--- src/design/cbc_pkg.sv ---
// ----------------------------------------------------------------------------
// cbc_pkg
// Shared types and constants for the cartridge bank controller with clock.
// ----------------------------------------------------------------------------
`default_nettype none

package cbc_pkg;

	localparam int ADDR_W    = 15;
	localparam int ROM_AW    = 21;
	localparam int OFS_W     = 14;
	localparam int BANK_W    = 7;
	localparam int RAMBANK_W = 4;
	localparam int CFG_IDX_W = 2;
	localparam int CFG_DW    = 1;

	localparam int DIV_W  = 15;
	localparam int SEC_W  = 6;
	localparam int MIN_W  = 6;
	localparam int HOUR_W = 5;
	localparam int DAY_W  = 9;

	localparam logic [3:0]        RAM_EN_KEY = 4'hA;
	localparam logic [BANK_W-1:0] ROM_BANK_RST = BANK_W'(1);
	localparam logic [DIV_W-1:0]  DIV_MAX  = {DIV_W{1'b1}};
	localparam logic [SEC_W-1:0]  SEC_MAX  = SEC_W'(59);
	localparam logic [MIN_W-1:0]  MIN_MAX  = MIN_W'(59);
	localparam logic [HOUR_W-1:0] HOUR_MAX = HOUR_W'(23);
	localparam logic [DAY_W-1:0]  DAY_MAX  = {DAY_W{1'b1}};

	typedef enum logic [1:0] {
		CMD_READ  = 2'd0,
		CMD_WRITE = 2'd1,
		CMD_TICK  = 2'd2,
		CMD_NONE  = 2'd3
	} cmd_t;

	typedef enum logic [1:0] {
		RGN_RAM_EN   = 2'd0,
		RGN_ROM_BANK = 2'd1,
		RGN_RAM_BANK = 2'd2,
		RGN_LATCH    = 2'd3
	} region_t;

	typedef enum logic [CFG_IDX_W-1:0] {
		CFG_HAS_RAM  = 2'd0,
		CFG_HAS_RTC  = 2'd1,
		CFG_RTC_HALT = 2'd2,
		CFG_UNUSED   = 2'd3
	} cfg_idx_t;

	typedef struct packed {
		cmd_t              cmd;
		logic [ADDR_W-1:0] address;
		logic [7:0]        value;
		logic [7:0]        sequencer_low;
		logic              double_speed;
	} item_t;

	typedef struct packed {
		logic [ROM_AW-1:0]    rom_address;
		logic                 ram_enabled;
		logic [RAMBANK_W-1:0] ram_bank;
	} bank_view_t;

	typedef struct packed {
		logic [DIV_W-1:0]  subsecond;
		logic [SEC_W-1:0]  seconds;
		logic [MIN_W-1:0]  minutes;
		logic [HOUR_W-1:0] hours;
		logic [DAY_W-1:0]  days;
		logic              day_carry;
		logic              halt;
	} snap_t;

endpackage

`default_nettype wire

--- src/design/cbc_if.sv ---
// ----------------------------------------------------------------------------
// cbc_item_if / cbc_result_if
// Valid/ready channels for input items and result items.
// ----------------------------------------------------------------------------
`default_nettype none

interface cbc_item_if;
	logic        valid;
	logic        ready;
	logic [1:0]  cmd;
	logic [14:0] address;
	logic [7:0]  value;
	logic [7:0]  sequencer_low;
	logic        double_speed;

	modport source (output valid, cmd, address, value, sequencer_low, double_speed,
		input ready);
	modport sink (input valid, cmd, address, value, sequencer_low, double_speed,
		output ready);
endinterface

interface cbc_result_if;
	logic        valid;
	logic        ready;
	logic [20:0] rom_address;
	logic        ram_enabled;
	logic [3:0]  ram_bank;
	logic [14:0] latched_subsecond;
	logic [5:0]  latched_seconds;
	logic [5:0]  latched_minutes;
	logic [4:0]  latched_hours;
	logic [8:0]  latched_days;
	logic        latched_day_carry;
	logic        latched_halt;

	modport source (output valid, rom_address, ram_enabled, ram_bank,
		latched_subsecond, latched_seconds, latched_minutes, latched_hours,
		latched_days, latched_day_carry, latched_halt, input ready);
	modport sink (input valid, rom_address, ram_enabled, ram_bank,
		latched_subsecond, latched_seconds, latched_minutes, latched_hours,
		latched_days, latched_day_carry, latched_halt, output ready);
endinterface

`default_nettype wire

--- src/design/cbc_bank.sv ---
// ----------------------------------------------------------------------------
// cbc_bank
// Bank registers (ROM bank, RAM bank, RAM enable) and ROM address mapping.
// ----------------------------------------------------------------------------
`default_nettype none

module cbc_bank (
	input  wire logic            clk,
	input  wire logic            arst_n,
	input  wire logic            fire,
	input  wire cbc_pkg::item_t  item,
	input  wire logic            has_ram,
	output cbc_pkg::bank_view_t  view
);
	import cbc_pkg::*;

	logic [BANK_W-1:0]    rom_bank_q, rom_bank_d;
	logic [RAMBANK_W-1:0] ram_bank_q, ram_bank_d;
	logic                 ram_en_q, ram_en_d;
	region_t              region;

	assign region = region_t'(item.address[ADDR_W-1 -: 2]);

	always_comb begin
		rom_bank_d = rom_bank_q;
		ram_bank_d = ram_bank_q;
		ram_en_d   = ram_en_q;
		if (fire && item.cmd == CMD_WRITE) begin
			case (region)
				RGN_RAM_EN: begin
					if (has_ram)
						ram_en_d = (item.value[3:0] == RAM_EN_KEY);
				end
				RGN_ROM_BANK: begin
					rom_bank_d = (item.value[BANK_W-1:0] == '0) ? ROM_BANK_RST
						: item.value[BANK_W-1:0];
				end
				RGN_RAM_BANK: ram_bank_d = item.value[RAMBANK_W-1:0];
				default: ;
			endcase
		end
	end

	always_ff @(posedge clk or negedge arst_n) begin
		if (!arst_n) begin
			rom_bank_q <= ROM_BANK_RST;
			ram_bank_q <= '0;
			ram_en_q   <= 1'b0;
		end else begin
			rom_bank_q <= rom_bank_d;
			ram_bank_q <= ram_bank_d;
			ram_en_q   <= ram_en_d;
		end
	end

	always_comb begin
		if (item.cmd == CMD_READ && !item.address[ADDR_W-1])
			view.rom_address = ROM_AW'(item.address);
		else if (item.cmd == CMD_READ)
			view.rom_address = {rom_bank_d, item.address[OFS_W-1:0]};
		else
			view.rom_address = {rom_bank_d, {OFS_W{1'b0}}};
		view.ram_enabled = ram_en_d;
		view.ram_bank    = ram_bank_d;
	end

	a_bank_nonzero: assert property (@(posedge clk) disable iff (!arst_n)
		rom_bank_q != '0)
		else $error("ROM bank register holds zero");

	a_bank_hold: assert property (@(posedge clk) disable iff (!arst_n)
		!(fire && item.cmd == CMD_WRITE) |=> $stable(rom_bank_q) && $stable(ram_bank_q)
			&& $stable(ram_en_q))
		else $error("bank state changed without a register write");

	a_ram_en_no_ram: assert property (@(posedge clk) disable iff (!arst_n)
		!has_ram |=> $stable(ram_en_q))
		else $error("RAM enable changed on a cartridge without RAM");

endmodule

`default_nettype wire

--- src/design/cbc_rtc.sv ---
// ----------------------------------------------------------------------------
// cbc_rtc
// Real-time clock counter cascade and latch snapshot registers.
// ----------------------------------------------------------------------------
`default_nettype none

module cbc_rtc (
	input  wire logic            clk,
	input  wire logic            arst_n,
	input  wire logic            fire,
	input  wire cbc_pkg::item_t  item,
	input  wire logic            has_rtc,
	input  wire logic            rtc_halt,
	output cbc_pkg::snap_t       snap
);
	import cbc_pkg::*;

	logic [DIV_W-1:0]  div_q, div_d;
	logic [SEC_W-1:0]  sec_q, sec_d;
	logic [MIN_W-1:0]  min_q, min_d;
	logic [HOUR_W-1:0] hour_q, hour_d;
	logic [DAY_W-1:0]  day_q, day_d;
	logic              carry_q, carry_d;
	logic              armed_q, armed_d;
	snap_t             snap_q, snap_d;
	logic              prescale_hit, tick_en, latch_wr;

	assign prescale_hit = item.double_speed ? (item.sequencer_low == '0)
		: (item.sequencer_low[6:0] == '0);
	assign tick_en  = fire && item.cmd == CMD_TICK && has_rtc && !rtc_halt && prescale_hit;
	assign latch_wr = fire && item.cmd == CMD_WRITE && has_rtc
		&& region_t'(item.address[ADDR_W-1 -: 2]) == RGN_LATCH;

	always_comb begin
		div_d   = div_q;
		sec_d   = sec_q;
		min_d   = min_q;
		hour_d  = hour_q;
		day_d   = day_q;
		carry_d = carry_q;
		if (tick_en) begin
			div_d = div_q + DIV_W'(1);
			if (div_q == DIV_MAX) begin
				sec_d = (sec_q == SEC_MAX) ? '0 : sec_q + SEC_W'(1);
				if (sec_q == SEC_MAX) begin
					min_d = (min_q == MIN_MAX) ? '0 : min_q + MIN_W'(1);
					if (min_q == MIN_MAX) begin
						hour_d = (hour_q == HOUR_MAX) ? '0 : hour_q + HOUR_W'(1);
						if (hour_q == HOUR_MAX) begin
							day_d = day_q + DAY_W'(1);
							if (day_q == DAY_MAX)
								carry_d = 1'b1;
						end
					end
				end
			end
		end
	end

	always_comb begin
		snap_d  = snap_q;
		armed_d = armed_q;
		if (latch_wr) begin
			armed_d = item.value[0];
			if (!armed_q && item.value[0])
				snap_d = '{subsecond: div_q, seconds: sec_q, minutes: min_q,
					hours: hour_q, days: day_q, day_carry: carry_q, halt: rtc_halt};
		end
	end

	always_ff @(posedge clk or negedge arst_n) begin
		if (!arst_n) begin
			div_q   <= '0;
			sec_q   <= '0;
			min_q   <= '0;
			hour_q  <= '0;
			day_q   <= '0;
			carry_q <= 1'b0;
			armed_q <= 1'b0;
			snap_q  <= '0;
		end else begin
			div_q   <= div_d;
			sec_q   <= sec_d;
			min_q   <= min_d;
			hour_q  <= hour_d;
			day_q   <= day_d;
			carry_q <= carry_d;
			armed_q <= armed_d;
			snap_q  <= snap_d;
		end
	end

	assign snap = snap_d;

	a_carry_sticky: assert property (@(posedge clk) disable iff (!arst_n)
		carry_q |=> carry_q)
		else $error("day carry cleared");

	a_halt_freezes: assert property (@(posedge clk) disable iff (!arst_n)
		(rtc_halt || !has_rtc) |=> $stable(div_q) && $stable(sec_q) && $stable(day_q))
		else $error("clock advanced while halted or absent");

	a_sec_on_wrap: assert property (@(posedge clk) disable iff (!arst_n)
		!(tick_en && div_q == DIV_MAX) |=> $stable(sec_q))
		else $error("seconds moved without a divider wrap");

	a_snap_on_latch: assert property (@(posedge clk) disable iff (!arst_n)
		!latch_wr |=> $stable(snap_q))
		else $error("snapshot changed without a latch write");

	a_time_range: assert property (@(posedge clk) disable iff (!arst_n)
		sec_q <= SEC_MAX && min_q <= MIN_MAX && hour_q <= HOUR_MAX)
		else $error("clock counter out of range");

endmodule

`default_nettype wire

--- src/design/cart_bank_controller_with_rtc.sv ---
// ----------------------------------------------------------------------------
// cart_bank_controller_with_rtc
// Cartridge bank controller with real-time clock.
//
// Input channel "item" carries one transaction per ROM read, register write
// or clock tick; output channel "result" returns exactly one transaction per
// item: mapped ROM address, RAM enable, RAM bank and the latched clock.
// Configuration (has_ram, has_rtc, rtc_halt) is written through cfg_we,
// cfg_index and cfg_data while the block is idle.
// The result passes through the input register and then the bank/clock update
// into the result register; a receiver stall can hold an item in the input
// register until the result register is free. Throughput is one item per cycle
// while results are taken; the single update stage sets the rate.
// When the receiver stalls, the result holds and one more item may wait in
// the input register; item.ready then drops until the result is taken.
// Reset clears both stages, selects ROM bank 1, disables RAM and zeroes the
// clock and its snapshot.
// ----------------------------------------------------------------------------
`default_nettype none

module cart_bank_controller_with_rtc (
	input  wire logic                           clk,
	input  wire logic                           arst_n,
	input  wire logic                           cfg_we,
	input  wire logic [cbc_pkg::CFG_IDX_W-1:0]  cfg_index,
	input  wire logic [cbc_pkg::CFG_DW-1:0]     cfg_data,
	cbc_item_if.sink                            item,
	cbc_result_if.source                        result
);
	import cbc_pkg::*;

	logic       has_ram_q, has_rtc_q, rtc_halt_q;
	logic       s1_valid_q, out_valid_q;
	item_t      item_s1;
	logic       advance, fire;
	bank_view_t bank_view;
	bank_view_t bank_s2;
	snap_t      snap;
	snap_t      snap_s2;

	always_ff @(posedge clk or negedge arst_n) begin
		if (!arst_n) begin
			has_ram_q  <= 1'b0;
			has_rtc_q  <= 1'b0;
			rtc_halt_q <= 1'b0;
		end else if (cfg_we) begin
			case (cfg_idx_t'(cfg_index))
				CFG_HAS_RAM:  has_ram_q  <= cfg_data[0];
				CFG_HAS_RTC:  has_rtc_q  <= cfg_data[0];
				CFG_RTC_HALT: rtc_halt_q <= cfg_data[0];
				default: ;
			endcase
		end
	end

	assign advance    = !out_valid_q || result.ready;
	assign fire       = s1_valid_q && advance;
	assign item.ready = !s1_valid_q || advance;

	always_ff @(posedge clk or negedge arst_n) begin
		if (!arst_n) begin
			s1_valid_q <= 1'b0;
		end else if (item.ready) begin
			s1_valid_q <= item.valid;
		end
	end

	always_ff @(posedge clk) begin
		if (item.ready && item.valid)
			item_s1 <= '{cmd: cmd_t'(item.cmd), address: item.address, value: item.value,
				sequencer_low: item.sequencer_low, double_speed: item.double_speed};
	end

	cbc_bank u_bank (
		.clk     (clk),
		.arst_n  (arst_n),
		.fire    (fire),
		.item    (item_s1),
		.has_ram (has_ram_q),
		.view    (bank_view)
	);

	cbc_rtc u_rtc (
		.clk      (clk),
		.arst_n   (arst_n),
		.fire     (fire),
		.item     (item_s1),
		.has_rtc  (has_rtc_q),
		.rtc_halt (rtc_halt_q),
		.snap     (snap)
	);

	always_ff @(posedge clk or negedge arst_n) begin
		if (!arst_n) begin
			out_valid_q <= 1'b0;
		end else if (advance) begin
			out_valid_q <= s1_valid_q;
		end
	end

	always_ff @(posedge clk) begin
		if (fire) begin
			bank_s2 <= bank_view;
			snap_s2 <= snap;
		end
	end

	assign result.valid             = out_valid_q;
	assign result.rom_address       = bank_s2.rom_address;
	assign result.ram_enabled       = bank_s2.ram_enabled;
	assign result.ram_bank          = bank_s2.ram_bank;
	assign result.latched_subsecond = snap_s2.subsecond;
	assign result.latched_seconds   = snap_s2.seconds;
	assign result.latched_minutes   = snap_s2.minutes;
	assign result.latched_hours     = snap_s2.hours;
	assign result.latched_days      = snap_s2.days;
	assign result.latched_day_carry = snap_s2.day_carry;
	assign result.latched_halt      = snap_s2.halt;

	a_no_accept_when_full: assert property (@(posedge clk) disable iff (!arst_n)
		(s1_valid_q && out_valid_q && !result.ready) |-> !item.ready)
		else $error("input accepted with both stages full");

	a_fire_loads_out: assert property (@(posedge clk) disable iff (!arst_n)
		fire |=> out_valid_q)
		else $error("processed transaction lost before the result register");

	a_out_stall_holds_s1: assert property (@(posedge clk) disable iff (!arst_n)
		(s1_valid_q && !advance) |=> s1_valid_q && $stable(item_s1))
		else $error("waiting transaction dropped during stall");

endmodule

`default_nettype wire

--- src/flat_wrapper.sv ---
// flat-port wrapper written by rule: the top's interface ports become plain ports
module cart_bank_controller_with_rtc_flat import cbc_pkg::*;
  (clk, arst_n, cfg_we, cfg_index, cfg_data, item_valid, item_cmd, item_address, item_value, item_sequencer_low, item_double_speed, item_ready, result_valid, result_rom_address, result_ram_enabled, result_ram_bank, result_latched_subsecond, result_latched_seconds, result_latched_minutes, result_latched_hours, result_latched_days, result_latched_day_carry, result_latched_halt, result_ready);
  cbc_item_if item_i ();
  cbc_result_if result_i ();
  input  wire logic clk;
  input  wire logic arst_n;
  input  wire logic cfg_we;
  input  wire logic [cbc_pkg::CFG_IDX_W-1:0] cfg_index;
  input  wire logic [cbc_pkg::CFG_DW-1:0] cfg_data;
  input wire logic [$bits(item_i.valid)-1:0] item_valid;
  input wire logic [$bits(item_i.cmd)-1:0] item_cmd;
  input wire logic [$bits(item_i.address)-1:0] item_address;
  input wire logic [$bits(item_i.value)-1:0] item_value;
  input wire logic [$bits(item_i.sequencer_low)-1:0] item_sequencer_low;
  input wire logic [$bits(item_i.double_speed)-1:0] item_double_speed;
  output wire logic [$bits(item_i.ready)-1:0] item_ready;
  output wire logic [$bits(result_i.valid)-1:0] result_valid;
  output wire logic [$bits(result_i.rom_address)-1:0] result_rom_address;
  output wire logic [$bits(result_i.ram_enabled)-1:0] result_ram_enabled;
  output wire logic [$bits(result_i.ram_bank)-1:0] result_ram_bank;
  output wire logic [$bits(result_i.latched_subsecond)-1:0] result_latched_subsecond;
  output wire logic [$bits(result_i.latched_seconds)-1:0] result_latched_seconds;
  output wire logic [$bits(result_i.latched_minutes)-1:0] result_latched_minutes;
  output wire logic [$bits(result_i.latched_hours)-1:0] result_latched_hours;
  output wire logic [$bits(result_i.latched_days)-1:0] result_latched_days;
  output wire logic [$bits(result_i.latched_day_carry)-1:0] result_latched_day_carry;
  output wire logic [$bits(result_i.latched_halt)-1:0] result_latched_halt;
  input wire logic [$bits(result_i.ready)-1:0] result_ready;
  assign item_i.valid = item_valid;
  assign item_i.cmd = item_cmd;
  assign item_i.address = item_address;
  assign item_i.value = item_value;
  assign item_i.sequencer_low = item_sequencer_low;
  assign item_i.double_speed = item_double_speed;
  assign item_ready = item_i.ready;
  assign result_valid = result_i.valid;
  assign result_rom_address = result_i.rom_address;
  assign result_ram_enabled = result_i.ram_enabled;
  assign result_ram_bank = result_i.ram_bank;
  assign result_latched_subsecond = result_i.latched_subsecond;
  assign result_latched_seconds = result_i.latched_seconds;
  assign result_latched_minutes = result_i.latched_minutes;
  assign result_latched_hours = result_i.latched_hours;
  assign result_latched_days = result_i.latched_days;
  assign result_latched_day_carry = result_i.latched_day_carry;
  assign result_latched_halt = result_i.latched_halt;
  assign result_i.ready = result_ready;
  cart_bank_controller_with_rtc u_core (.clk(clk), .arst_n(arst_n), .cfg_we(cfg_we), .cfg_index(cfg_index), .cfg_data(cfg_data), .item(item_i), .result(result_i));
endmodule
--- config.mk ---
export PLATFORM = sky130hd
export DESIGN_NAME = cart_bank_controller_with_rtc_flat
export DESIGN_NICKNAME = d
export VERILOG_FILES = /design/src/design/cbc_pkg.sv /design/src/design/cbc_if.sv /design/src/design/cbc_bank.sv /design/src/design/cbc_rtc.sv /design/src/design/cart_bank_controller_with_rtc.sv /design/src/flat_wrapper.sv
export SDC_FILE = /design/constraint.sdc
export NUM_CORES = 1
export LEC_CHECK = 0
export BUFFER_PORTS_ARGS = -buffer_cell sky130_fd_sc_hd__buf_2
export CORE_ASPECT_RATIO = 1.5
export CORE_MARGIN = 2
export CORE_UTILIZATION = 45
export CTS_BUF_LIST = sky130_fd_sc_hd__clkbuf_8
export DETAILED_ROUTE_END_ITERATION = 8
export GPL_TIMING_DRIVEN = 0
export PLACE_DENSITY = 0.78
export SYNTH_ARGS = -nofsm -noshare
export SYNTH_HDL_FRONTEND = slang
export SYNTH_HIERARCHICAL = 1
export SYNTH_SLANG_ARGS = --single-unit
--- constraint.sdc ---
create_clock -name clk -period 4.1 [get_ports clk]
set_input_delay 1.23 -clock clk [delete_from_list [all_inputs] [get_ports clk]]
set_output_delay 1.23 -clock clk [all_outputs]
set_load 0.02 [all_outputs]
=== Word level (Yosys, flattened, before mapping) ===
Cells that the tools add are included.

* Register bits after elaboration: 205
* Input bits: 42
* Output and inout port bits: 71
* Word-level logic and storage cells: 104

* Add/subtract/negate cells: 5
* Equal/unequal tests: 13
* Multiplexer cells: 16
* Reduce and logical (&&, ||, !) cells: 32

{| class="wikitable"
|+ Operator list
! operator !! count
|-
| 43-bit 2-to-1 mux || 2
|-
| 7-bit 2-to-1 mux || 3
|-
| 15-bit by 1-bit adder with 15-bit output (second input constant) || 1
|-
| 15-bit equality test (second input constant) || 1
|-
| 15-bit 2-to-1 mux || 1
|-
| 7-bit zero test || 2
|-
| 14-bit 2-to-1 mux || 1
|-
| 6-bit by 1-bit adder with 6-bit output (second input constant) || 2
|-
| 6-bit equality test (second input constant) || 2
|-
| 6-bit 2-to-1 mux || 2
|-
| 1-bit logical AND || 11
|-
| 9-bit by 1-bit adder with 9-bit output (second input constant) || 1
|-
| 9-bit equality test (second input constant) || 1
|-
| 2-bit equality test (second input constant) || 4
|-
| 8-bit zero test || 1
|-
| 4-bit 2-to-1 mux || 2
|-
| 2-bit AND reduction || 4
|-
| 2-bit by 1-bit equality test with 1-bit output (second input constant) || 3
|-
| 2-bit zero test || 3
|-
| 6-bit AND reduction || 1
|-
| 5-bit by 1-bit adder with 5-bit output (second input constant) || 1
|-
| 5-bit equality test (second input constant) || 1
|-
| 1-bit zero test || 5
|-
| 5-bit 2-to-1 mux || 1
|-
| 6 further kinds || 10
|}

=== Depth between registers and ports, before layout ===
Gate-level depths: netlist of run 1.

* Word-level depth: 8
* Depth in mapped cells: 9
* Depth with buffers taken out: 7

=== Hierarchy ===
Netlist of run 1, hierarchy kept.

{| class="wikitable"
|+ By module, submodules not included
! module !! instances !! cells an instance !! area each (sq um) !! sequential area each (sq um)
|-
| cbc_rtc || 1 || 308 || 3,813.7 || 2,152.1
|-
| cart_bank_controller_with_rtc || 1 || 120 || 3,318.2 || 3,218.1
|-
| cbc_bank || 1 || 77 || 740.7 || 301.5
|}

=== Least setup slack after synthesis of run 1 ===
Ideal clock, no wire load.

* Path type: input port to flip-flop
* Start point: in result_ready
* End point: reg u_core.snap_s2, in the netlist u_core/result.latched_subsecond[12], data pin
* Library setup time: 0.263 ns
* Arrival time: 4.789 ns
* Data required time: 3.837 ns
* Setup slack: -0.952 ns
* Cell stages on the path: 6
* Buffers on the path: 1
* Cells stage by stage: nand2b_1 and2_1 nand2_1 nor4_1 clkbuf_1 mux2_2

{| class="wikitable"
|+ RTL lines
! what !! line !! RTL
|-
| start, declared || flat_wrapper.sv:29 || <nowiki>input wire logic [$bits(result_i.ready)-1:0] result_ready;</nowiki>
|-
| end signal, assigned || cart_bank_controller_with_rtc.sv:104 || <nowiki>snap_s2 <= snap;</nowiki>
|-
| end, declared || cart_bank_controller_with_rtc.sv:39 || <nowiki>snap_t snap_s2;</nowiki>
|}

=== Worst setup path in the final report of run 1 ===
* Start point: in result_ready
* End point: reg u_core.u_rtc.day_q[8]

* Word-level cells in the longest chain between the ends: 7

{| class="wikitable"
|+ RTL lines
! what !! line !! RTL
|-
| 1-bit logical OR || cart_bank_controller_with_rtc.sv:56 || <nowiki>assign advance = !out_valid_q || result.ready;</nowiki>
|-
| 1-bit logical AND || cart_bank_controller_with_rtc.sv:57 || <nowiki>assign fire = s1_valid_q && advance;</nowiki>
|-
| named net u_core.fire || cart_bank_controller_with_rtc.sv:35 || <nowiki>logic advance, fire;</nowiki>
|-
| 1-bit logical AND (4 in series) || cbc_rtc.sv:30 || <nowiki>assign tick_en = fire && item.cmd == CMD_TICK && has_rtc && !rtc_halt && prescale_hit;</nowiki>
|-
| 5-bit AND reduction (no source line) || - ||
|-
| end signal, assigned || cbc_rtc.sv:86 || <nowiki>day_q <= day_d;</nowiki>
|-
| end, declared || cbc_rtc.sv:22 || <nowiki>logic [DAY_W-1:0] day_q, day_d;</nowiki>
|}

The timed path passes the listed nets, and every way through them passes these cells.
A chain may end at the register's enable or synchronous reset.

==> results of run 1 <==
==> layout make-up <==
class / instances / area, sq um
Clock inverter: 18 / 106
Multi-Input combinational cell: 272 / 2070
Inverter: 11 / 41.3
Timing Repair Buffer: 113 / 593
Fill cell: 1400 / 7850
Sequential cell: 205 / 5640
Buffer: 17 / 110
Tap cell: 213 / 267
Clock buffer: 38 / 523
==> flip-flops by register name (all words and copies together), names as in the netlist, 4 cells and up <==
register                         flops
u_core/result.latched_minutes        6
u_core/result.latched_seconds        6
u_core/u_rtc/sec_q                   6
u_core/u_bank/ram_bank_q             4
u_core/result.latched_hours          5
u_core/u_rtc/div_q                  15
u_core/u_rtc/day_q                   9
u_core/result.latched_subsecond     15
u_core/u_bank/rom_bank_q             7
u_core/u_rtc/min_q                   6
u_core/result.ram_bank               4
u_core/u_rtc/snap_q                 43
u_core/item_s1                      33
u_core/result.rom_address           21
u_core/u_rtc/hour_q                  5
u_core/result.latched_days           9
==> placed cells by master, fill, tap and decap left out, types with 7 or more instances in the layout <==
cell and count:
nor3_1 10, clkbuf_1 9, edfxtp_1 102, and2_1 17, clkinv_2 7, dfrtp_1 102, o21ai_0 19, nor2_1 12
xnor2_1 10, nand2_1 27, clkbuf_8 38, nand4_1 13, nand3_1 22, buf_2 111, xor2_1 12, mux2_2 54
inv_1 17, o31ai_1 12
==> final timing paths <==
check | start | end | slack [ps] | depth (start not counted)
setup / recovery | result_ready | u_core/u_rtc/day_q[8] | 490 | 10
hold reg to reg | u_core/u_rtc/carry_q | u_core/u_rtc/carry_q | 480 | 1
min in group asynchronous | arst_n | u_core/u_rtc/day_q[1] | 640 | 1
hold / removal | u_core/u_rtc/carry_q | u_core/u_rtc/carry_q | 480 | 1
max in group asynchronous | arst_n | u_core/u_bank/rom_bank_q[0] | 2710 | 2
setup reg to reg | u_core/result.valid | u_core/u_rtc/day_q[8] | 880 | 9
==> worst max-delay path, stage by stage <==
cell,delay (ps)
buf_2,80
nand2b_1,180
and2_4,500
nand4b_1,300
a2111oi_4,640
and4_1,320
buf_6,140
and3_1,190
buf_6,130
mux2_4,290
==> layer usage <==
metal | track usage (%) | part of all wire [%] | up-vias | wire, microns
met5 | 0 | 0 | - | 0
met3 | 3.73 | 6.4 | 23 | 961
met4 | 4.51 | 1.6 | 0 | 238
met1 | 17.6 | 37 | 2307 | 5590
met2 | 31.5 | 55 | 147 | 8270
li1 | - | - | 2154 | -
==> through the flow <==
step	worst slack [ps]	hold slack (ps)	instance area, sq um
after floorplan	264	426	7850
after global routing	270	487	9350
final	488	482	9350
after global placement	-1060	443	8670
after CTS	75.0	477	9340
after detailed placement	-524	462	8710
==> report_power, final <==
part	switching (W)	total (W)	internal, W
Sequential	0.0000466	0.00237	0.00232
Combinational	0.000210	0.000320	0.000111
Clock	0.000750	0.00165	0.000899
Total	0.00101	0.00434	0.00333
==> metrics.md, run 1 <==
| Metric | Value |
|---|---|
| Root buffer cell | clkbuf_8 |
| Leak pwr | approximately 4.1 nW |
| Final min period | around 3600 ps |
| ANT nets after route | 0 |
| Final hold viol count | 0 |
| Drt wl/cell | 17.0 microns |
| 1st-iter DRT viols | 147 |
| Number of gates resized after CTS | 0 |
| Setup TNS | 0 ps |
| HPWL after DPL | slightly above 10,000 microns |
| Synthesis Warnings | 6 |
| Setup crit end kind | flip-flop |
| Crit Path Max Fanout | 37 |
| Final Cycle Share | a little under 90% |
| Clk sink count | 205 |
| Vias | ~4,600 |
| Die span in x | between 100 and 150 microns |
| Run status | finished clean |
| I/O Pins | 113 |
| Clock transition at path regs | around 60 ps |
| Initial antenna violation count | 0 |
| Clock skew | between 20 and 25 ps |
| Die area | approximately 19,000 sq um |
| First-pass GRT wire length | 25,000 microns |
| Peak supply drop | approximately 0.33 mV |
| Clk_lat worst skew | approximately 550 ps |
| Chip height | about 170 microns |
| # nets final | 698 |
| CP Data Required Time | about 4500 ps |
| PwrDens | around 460 nW/um^2 |
| Final count of negative-setup-slack endpoints | 0 |
| Avg Cell Area, Syn | roughly 16 sq um |
| Worst min path class | flip-flop to flip-flop |
| DR vias/cell | roughly 5.2 |
| Startpoint Class | input port |
| Core ar. | 17,200 sq um |
| Hold_buf cts | 0 |
| Placed cell count | just over 800 |
| Gpl congestion | between 0.8 and 0.9 |
| Layout Cells excl Fill | 887 |
| Critical Path AT | around 4000 ps |
| Largest net degree at the start of global routing | 74 |
| Site Rows | 59 |
| Layout cells sized above 1 | 35.3% |
| H-tree depth | 1 |
| RSZ-0062 raised after global routing | no |
| Max Cap Viol | 0 |
| Gr usage total | about 16% |
| CTS Buffer Depth | 3 |
| Gr ovfl total | 0 |
| # Post-CTS Setup Buffers | 0 |
| Slew HR | about two fifths |
| F_max | 277 MHz |
| Synth-to-layout area growth | 19.2% |
| Number of global-route vias before repair | 5,224 |
| Synthesized area | ~7800 sq um |
| Antenna Cells | 0 |
| Post-synth net total | between 500 and 600 |
| Max-slew violations | 0 |
| Utilization after layout | 54.4% |
| Tightest Pin Transition | ~900 ps |
| DRC | 0 |
| Drt pass-1 iters | 5 |
| Port Buffers | between 100 and 150 |
| Post-Route WL | between 15,000 and 20,000 microns |
| CTS tree | done |
| Crit path kind | input port to flip-flop |
| PnR Total Power | about 0.0043 W |
| Num CTS Buffers | 30 |
| Initial Util | roughly 46% |
| Post-synthesis cell count | 504 |
No activity file was read; power rests on OpenSTA's default activity.
==> run 2: changes to the inputs <==
--- a/config.mk
+++ b/config.mk
@@ -6,7 +6,7 @@
 export NUM_CORES = 1
 export LEC_CHECK = 0
 export BUFFER_PORTS_ARGS = -buffer_cell sky130_fd_sc_hd__buf_2
-export CORE_ASPECT_RATIO = 1.5
+export CORE_ASPECT_RATIO = 0.5
 export CORE_MARGIN = 2
 export CORE_UTILIZATION = 45
 export CTS_BUF_LIST = sky130_fd_sc_hd__clkbuf_8
==> run 2 against run 1 <==
  * Maximum frequency up 2.8%
  * Via count fell by 0.97%
  * Worst setup slack gained 99 ps
  * Sequential power hardly changed
  * Utilization shrank 0.35 points
  * Register-to-register slack better by 110 ps
  * Wire length decreased by 3.1%
  * First-iteration DRC count grew 41%
  * Die area grew 0.23%
  * Power down 2.8%
==> metrics.md, run 2 (same netlist as run 1, synthesis figures left out) <==
| Metric | Value |
|---|---|
| Switching part of the total | 23.4% |
| Max-slew violations | 0 |
| Internal power of the cells | approximately 0.0032 W |
| Fin area | around 9300 sq um |
| Layout cells sized above 1 | between 30% and 40% |
| Final min period | roughly 3500 ps |
| Root buffer cell | clkbuf_8 |
| 1st-iter DRT viols | ~210 |
| Number of gates resized after CTS | 0 |
| Startpoint Class | input port |
| Core ar. | 17,200 sq um |
| Leak pwr | approximately 4 nW |
| Initial antenna violation count | 0 |
| Clock skew | between 20 and 30 ps |
| H-tree depth | 1 |
| Sequential share of power | 56.2% |
| Gr usage total | approximately 16% |
| Logic pwr share | 7.6% |
| Final count of negative-setup-slack endpoints | 0 |
| Vias | approximately 4,600 |
| Commonest cells after routing, fill and taps aside | buf_2 (111), dfrtp_1 (102), edfxtp_1 (102), mux2_2 (54), clkbuf_8 (33) |
| First-pass GRT wire length | around 24,000 microns |
| Clk network pwr share | about 36% |
| DR vias/cell | 5.07 |
| Busiest layer in global routing | met2 |
| Clk_lat worst skew | about 540 ps |
| Largest net degree at the start of global routing | 74 |
| Antenna Cells | 0 |
| Max Cap Viol | 0 |
| I/O Pins | between 100 and 150 |
| Die area | ~19,000 sq um |
| Worst min path class | flip-flop to flip-flop |
| Gpl congestion | about 0.77 |
| Slew HR | 34.8% |
| Max reg flops | 43 |
| Chip height | 97.4 microns |
| Die span in x | 191 microns |
| Port Buffers | 111 |
| Pre-CTS setup slack | -416 ps |
| Initial Util | a little under half |
| Critical Path AT | 3940 ps |
| Biggest register | u_core/u_rtc/snap_q |
| Synth-to-layout area growth | 18.6% |
| Most common cell after layout, fill and taps aside | buf_2 |
| Number of global-route vias before repair | 4,754 |
| ANT nets after route | 0 |
| Num CTS Buffers | 29 |
| Number of fill cells in the layout | approximately 1,400 |
| Post-route setup slack | 587 ps |
| Setup crit end kind | flip-flop |
| PwrDens | 453 nW/um^2 |
| Clock transition at path regs | around 60 ps |
| Peak supply drop | between 0.2 and 0.3 mV |
| F_max | ~280 MHz |
| CTS Buffer Depth | 3 |
| Drt wl/cell | 16.1 microns |
| Met3 Use GR | 4.33% |
| P_sw | between 0.0009 and 0.001 W |
| CTS tree | done |
| Placed cell count | between 800 and 900 |
| Final Cycle Share | 85.7% |
| Placed cell areas | about 9000 sq um |
| Final hold viol count | 0 |
| Crit path kind | input port to flip-flop |
| RSZ-0062 raised after global routing | no |
| CP Data Required Time | approximately 4500 ps |
| Drt pass-1 iters | 5 |
| Layout Cells excl Fill | roughly 910 |
| GR Util met1 | 21.2% |
| GR met2 Demand/Resource | between 20% and 30% |
| Run status | finished clean |
| Clk sink count | roughly 200 |
| Hold_buf cts | 0 |
| Post-Route WL | ~15,000 microns |
| Tightest Pin Transition | between 900 and 1000 ps |
| DRC | 0 |
| Site Rows | 34 |
| Gr ovfl total | 0 |
| Crit Path Max Fanout | 37 |
| HPWL after DPL | 9460 microns |
| # Post-CTS Setup Buffers | 0 |
| # nets final | between 600 and 700 |
## run 2: layer usage
layer,wire length (microns),up-vias
li1,-,2159
met1,6720,2280
met2,6690,120
met3,889,27
met4,291,0
met5,0,-
## run 2: cell type report
cell class | count | area, sq um | share of cell area [%]
timing repair buffer | 113 | 593 | 6.37
buffer | 17 | 110 | 1.18
sequential | 205 | 5640 | 60.6
clock inverter | 20 | 104 | 1.12
multi-input combinational | 272 | 2070 | 22.2
tap | 234 | 293 | 3.15
clock buffer | 33 | 454 | 4.88
inverter | 11 | 41.3 | 0.444
## run 2: worst max-delay path, cell delays in order
cell and delay [ps]:
buf_2 80, nand2b_1 150, and2_4 490, nand4b_1 300, a2111oi_4 580, and4_1 320, buf_6 150, and3_1 180
buf_6 120, mux2_4 290
## run 2: power groups by stage
stage / sequential (W) / clock (W) / combinational (W)
after floorplan: 0.00248 / 0 / 0.000114
after global placement: 0.00240 / 0 / 0.000309
after detailed placement: 0.00241 / 0 / 0.000323
after CTS: 0.00237 / 0.00160 / 0.000324
after global routing: 0.00238 / 0.00168 / 0.000350
final: 0.00237 / 0.00153 / 0.000320
## run 2: worst paths after layout
kind	depth (start not counted)	end	slack, ps	startpoint
max	10	u_core/u_rtc/day_q[8]	590	result_ready
max in group asynchronous	2	u_core/u_bank/rom_bank_q[0]	2590	arst_n
max reg2reg	9	u_core/u_rtc/day_q[8]	990	u_core/result.valid
min in group asynchronous	1	u_core/u_rtc/snap_q[13]	730	arst_n
min	1	u_core/u_rtc/carry_q	460	u_core/u_rtc/carry_q
min reg2reg	1	u_core/u_rtc/carry_q	460	u_core/u_rtc/carry_q
## run 2: metrics by stage
stage	setup TNS, ps	power (W)	hold slack [ps]	utilization, %
after floorplan	0	0.00259	426	-
after global placement	-95740	0.00271	446	50.5
after CTS	0	0.00429	462	54.0
final	0	0.00422	461	54.0
after global routing	0	0.00442	473	54.0
after detailed placement	-13730	0.00273	444	50.7
==> run 3: changes to the inputs <==
--- a/config.mk
+++ b/config.mk
@@ -5,14 +5,17 @@
 export SDC_FILE = /design/constraint.sdc
 export NUM_CORES = 1
 export LEC_CHECK = 0
+export ABC_AREA = 1
 export BUFFER_PORTS_ARGS = -buffer_cell sky130_fd_sc_hd__buf_2
+export CELL_PAD_IN_SITES_DETAIL_PLACEMENT = 1
+export CELL_PAD_IN_SITES_GLOBAL_PLACEMENT = 2
 export CORE_ASPECT_RATIO = 0.5
 export CORE_MARGIN = 2
-export CORE_UTILIZATION = 45
+export CORE_UTILIZATION = 36
 export CTS_BUF_LIST = sky130_fd_sc_hd__clkbuf_8
 export DETAILED_ROUTE_END_ITERATION = 8
 export GPL_TIMING_DRIVEN = 0
-export PLACE_DENSITY = 0.78
+export PLACE_DENSITY = 0.88
 export SYNTH_ARGS = -nofsm -noshare
 export SYNTH_HDL_FRONTEND = slang
 export SYNTH_HIERARCHICAL = 1
==> run 3 against run 2 <==
  * Global-route usage is 0.20 points lower
  * Die area up 32%
  * Critical path depth unchanged
  * Critical endpoint is now u_core/result.latched_subsecond[14]
  * Largest cell class unchanged
  * Highest routed layer unchanged
==> metrics.md, run 3 <==
| Metric | Value |
|---|---|
| F_max | 322 MHz |
| Max Cap Viol | 0 |
| Avg Cell Area, Syn | around 12 sq um |
| H-tree depth | 1 |
| Number of gates resized after CTS | 0 |
| CP Depth | 10 |
| Tightest Pin Transition | just over 800 ps |
| CTS Buffer Depth | 3 |
| RSZ-0062 raised after global routing | no |
| Reg-to-reg critical path endpoint | u_core/result.latched_subsecond[14] |
| Max reg flops | 43 |
| Num CTS Buffers | 30 |
| Antenna Cells | 0 |
| FF-to-FF Start | u_core/result.valid |
| # Post-CTS Setup Buffers | 0 |
| Core ar. | 22,800 sq um |
| Number of global-route vias before repair | roughly 6,000 |
| Synthesized area | roughly 8300 sq um |
| Placed cell count | 1,128 |
| Fin area | ~10000 sq um |
| DRC | 0 |
| Most used cell, CP | buf_2 |
| Clock transition at path regs | approximately 60 ps |
| Clock skew | about 16 ps |
| CTS tree | done |
| Die span in x | 219 microns |
| I/O Pins | 113 |
| Layout cells sized above 1 | approximately 29% |
| Chip height | between 100 and 150 microns |
| Die area | ~24,000 sq um |
| Slowest cell on the critical path | a21oi_4 |
| Gr usage total | ~16% |
| Hold Path Origin | u_core/u_rtc/div_q[14] |
| Drt wl/cell | approximately 16 microns |
| First-pass GRT wire length | 30,500 microns |
| Crit Path Max Fanout | 28 |
| ANT nets after route | 0 |
| Vias | 5,490 |
| Root buffer cell | clkbuf_8 |
| Post-synthesis cell count | roughly 700 |
| Startpoint Class | input port |
| Critical Path Start | result_ready |
| Initial antenna violation count | 0 |
| Layout Cells excl Fill | ~1,200 |
| Final Cycle Share | about three quarters |
| HPWL after DPL | 13,200 microns |
| Placed cell areas | roughly 9400 sq um |
| Gpl congestion | 0.760 |
| Leak pwr | 4.70 nW |
| Post-synth net total | approximately 760 |
| Synth-to-layout area growth | 19.6% |
| Site Rows | 39 |
| Final min period | about 3100 ps |
| Delay-heaviest family, CP | buffers and inverters |
| CP max stage delay | about 530 ps |
| Port Buffers | 111 |
| Slew HR | about 45% |
| CP Data Required Time | around 4400 ps |
| Max-slew violations | 0 |
| Post-Route WL | between 15,000 and 20,000 microns |
| R2R Setup Slk | 1350 ps |
| 1st-iter DRT viols | 265 |
| Drt pass-1 iters | 4 |
| WP buf/inv | 5 |
| Largest net degree at the start of global routing | 59 |
| Clk_lat worst skew | ~570 ps |
| Most common cell after layout, fill and taps aside | nand2_1 |
| Setup crit end kind | flip-flop |
| Final count of negative-setup-slack endpoints | 0 |
| Initial Util | 36.6% |
| Crit-path cells | buf_2 -> inv_1 -> a21oi_4 -> buf_12 -> nand2_1 -> nor2_2 -> nand3_1 -> buf_2 -> buf_2 -> o21ai_0 |
| Final hold viol count | 0 |
| Hold_buf cts | 0 |
| Run status | finished clean |
| Clk sink count | between 200 and 250 |
| Worst min path class | flip-flop to flip-flop |
| Synthesis Warnings | 6 |
| DR vias/cell | between 4 and 5 |
| Peak supply drop | approximately 0.24 mV |
| Biggest register | u_core/u_rtc/snap_q |
| PwrDens | around 450 nW/um^2 |
| # nets final | between 900 and 1,000 |
| Critical Path AT | 3450 ps |
| Worst r2r path cells | 8 |
| Crit path kind | input port to flip-flop |
| Commonest cells after routing, fill and taps aside | nand2_1 (128), buf_2 (119), dfrtp_1 (102), edfxtp_1 (102), inv_1 (100) |
| CP endpoint | u_core/result.latched_subsecond[14] |
| Gr ovfl total | 0 |
==> run 3: cell types whose count changed in the layout (fill, tap and decap cells not counted), moves of 11 or more <==
cell | previous run | this run
o31ai_1 | 12 | 1
mux2_2 | 54 | 12
o21ai_2 | 0 | 17
nand2_1 | 27 | 128
and2_1 | 17 | 0
nor2_1 | 12 | 54
inv_1 | 20 | 100
o21ai_1 | 0 | 24
==> run 3: report_power, final <==
part	total, W	leakage (nW)	switching (W)	internal [W]
clock	0.00161	0.354	0.000784	0.000830
combinational	0.000453	2.02	0.000309	0.000144
sequential	0.00242	2.33	0.0000645	0.00236
total	0.00449	4.70	0.00116	0.00333
==> run 3: final cells by class <==
| cell class | count | area, sq um |
|---|---|---|
| Tap cell | 307 | 384 |
| Sequential cell | 205 | 5640 |
| Clock buffer | 38 | 523 |
| Inverter | 95 | 357 |
| Timing Repair Buffer | 115 | 646 |
| Buffer | 14 | 100 |
| Fill cell | 2459 | 12800 |
| Clock inverter | 18 | 71.3 |
| Multi-Input combinational cell | 393 | 2260 |
==> run 3: how the worst min path moves through the flow <==
stage | end | slack, ps | cells past startpoint
3_3_place_gp | u_core/u_rtc/carry_q | 440 | 2
6_report | u_core/u_rtc/div_q[14] | 470 | 1
2_1_floorplan | u_core/u_rtc/carry_q | 420 | 2
4_1_cts | u_core/u_rtc/carry_q | 470 | 2
5_1_grt | u_core/u_rtc/div_q[14] | 500 | 1
3_5_place_dp | u_core/u_rtc/carry_q | 460 | 2
==> run 3: per-layer routing <==
metal,GRT usage [%],routed length (microns),up-vias
li1,-,-,2623
met1,20.5,8650,2748
met2,26.3,8960,86
met3,3.44,720,33
met4,4.55,444,0
met5,0,0,-
==> run 3: through the flow <==
stage | util (%) | total power, W | TNS [ps] | hold slack (ps) | setup slack, ps
global placement | 40.8 | 0.00289 | -76790 | 442 | -849
CTS | 43.7 | 0.00457 | 0 | 473 | 976
global route | 43.8 | 0.00470 | 0 | 498 | 887
finish | 43.8 | 0.00449 | 0 | 470 | 990
floorplan | - | 0.00273 | 0 | 418 | 292
detailed placement | 41.1 | 0.00293 | 0 | 455 | 356
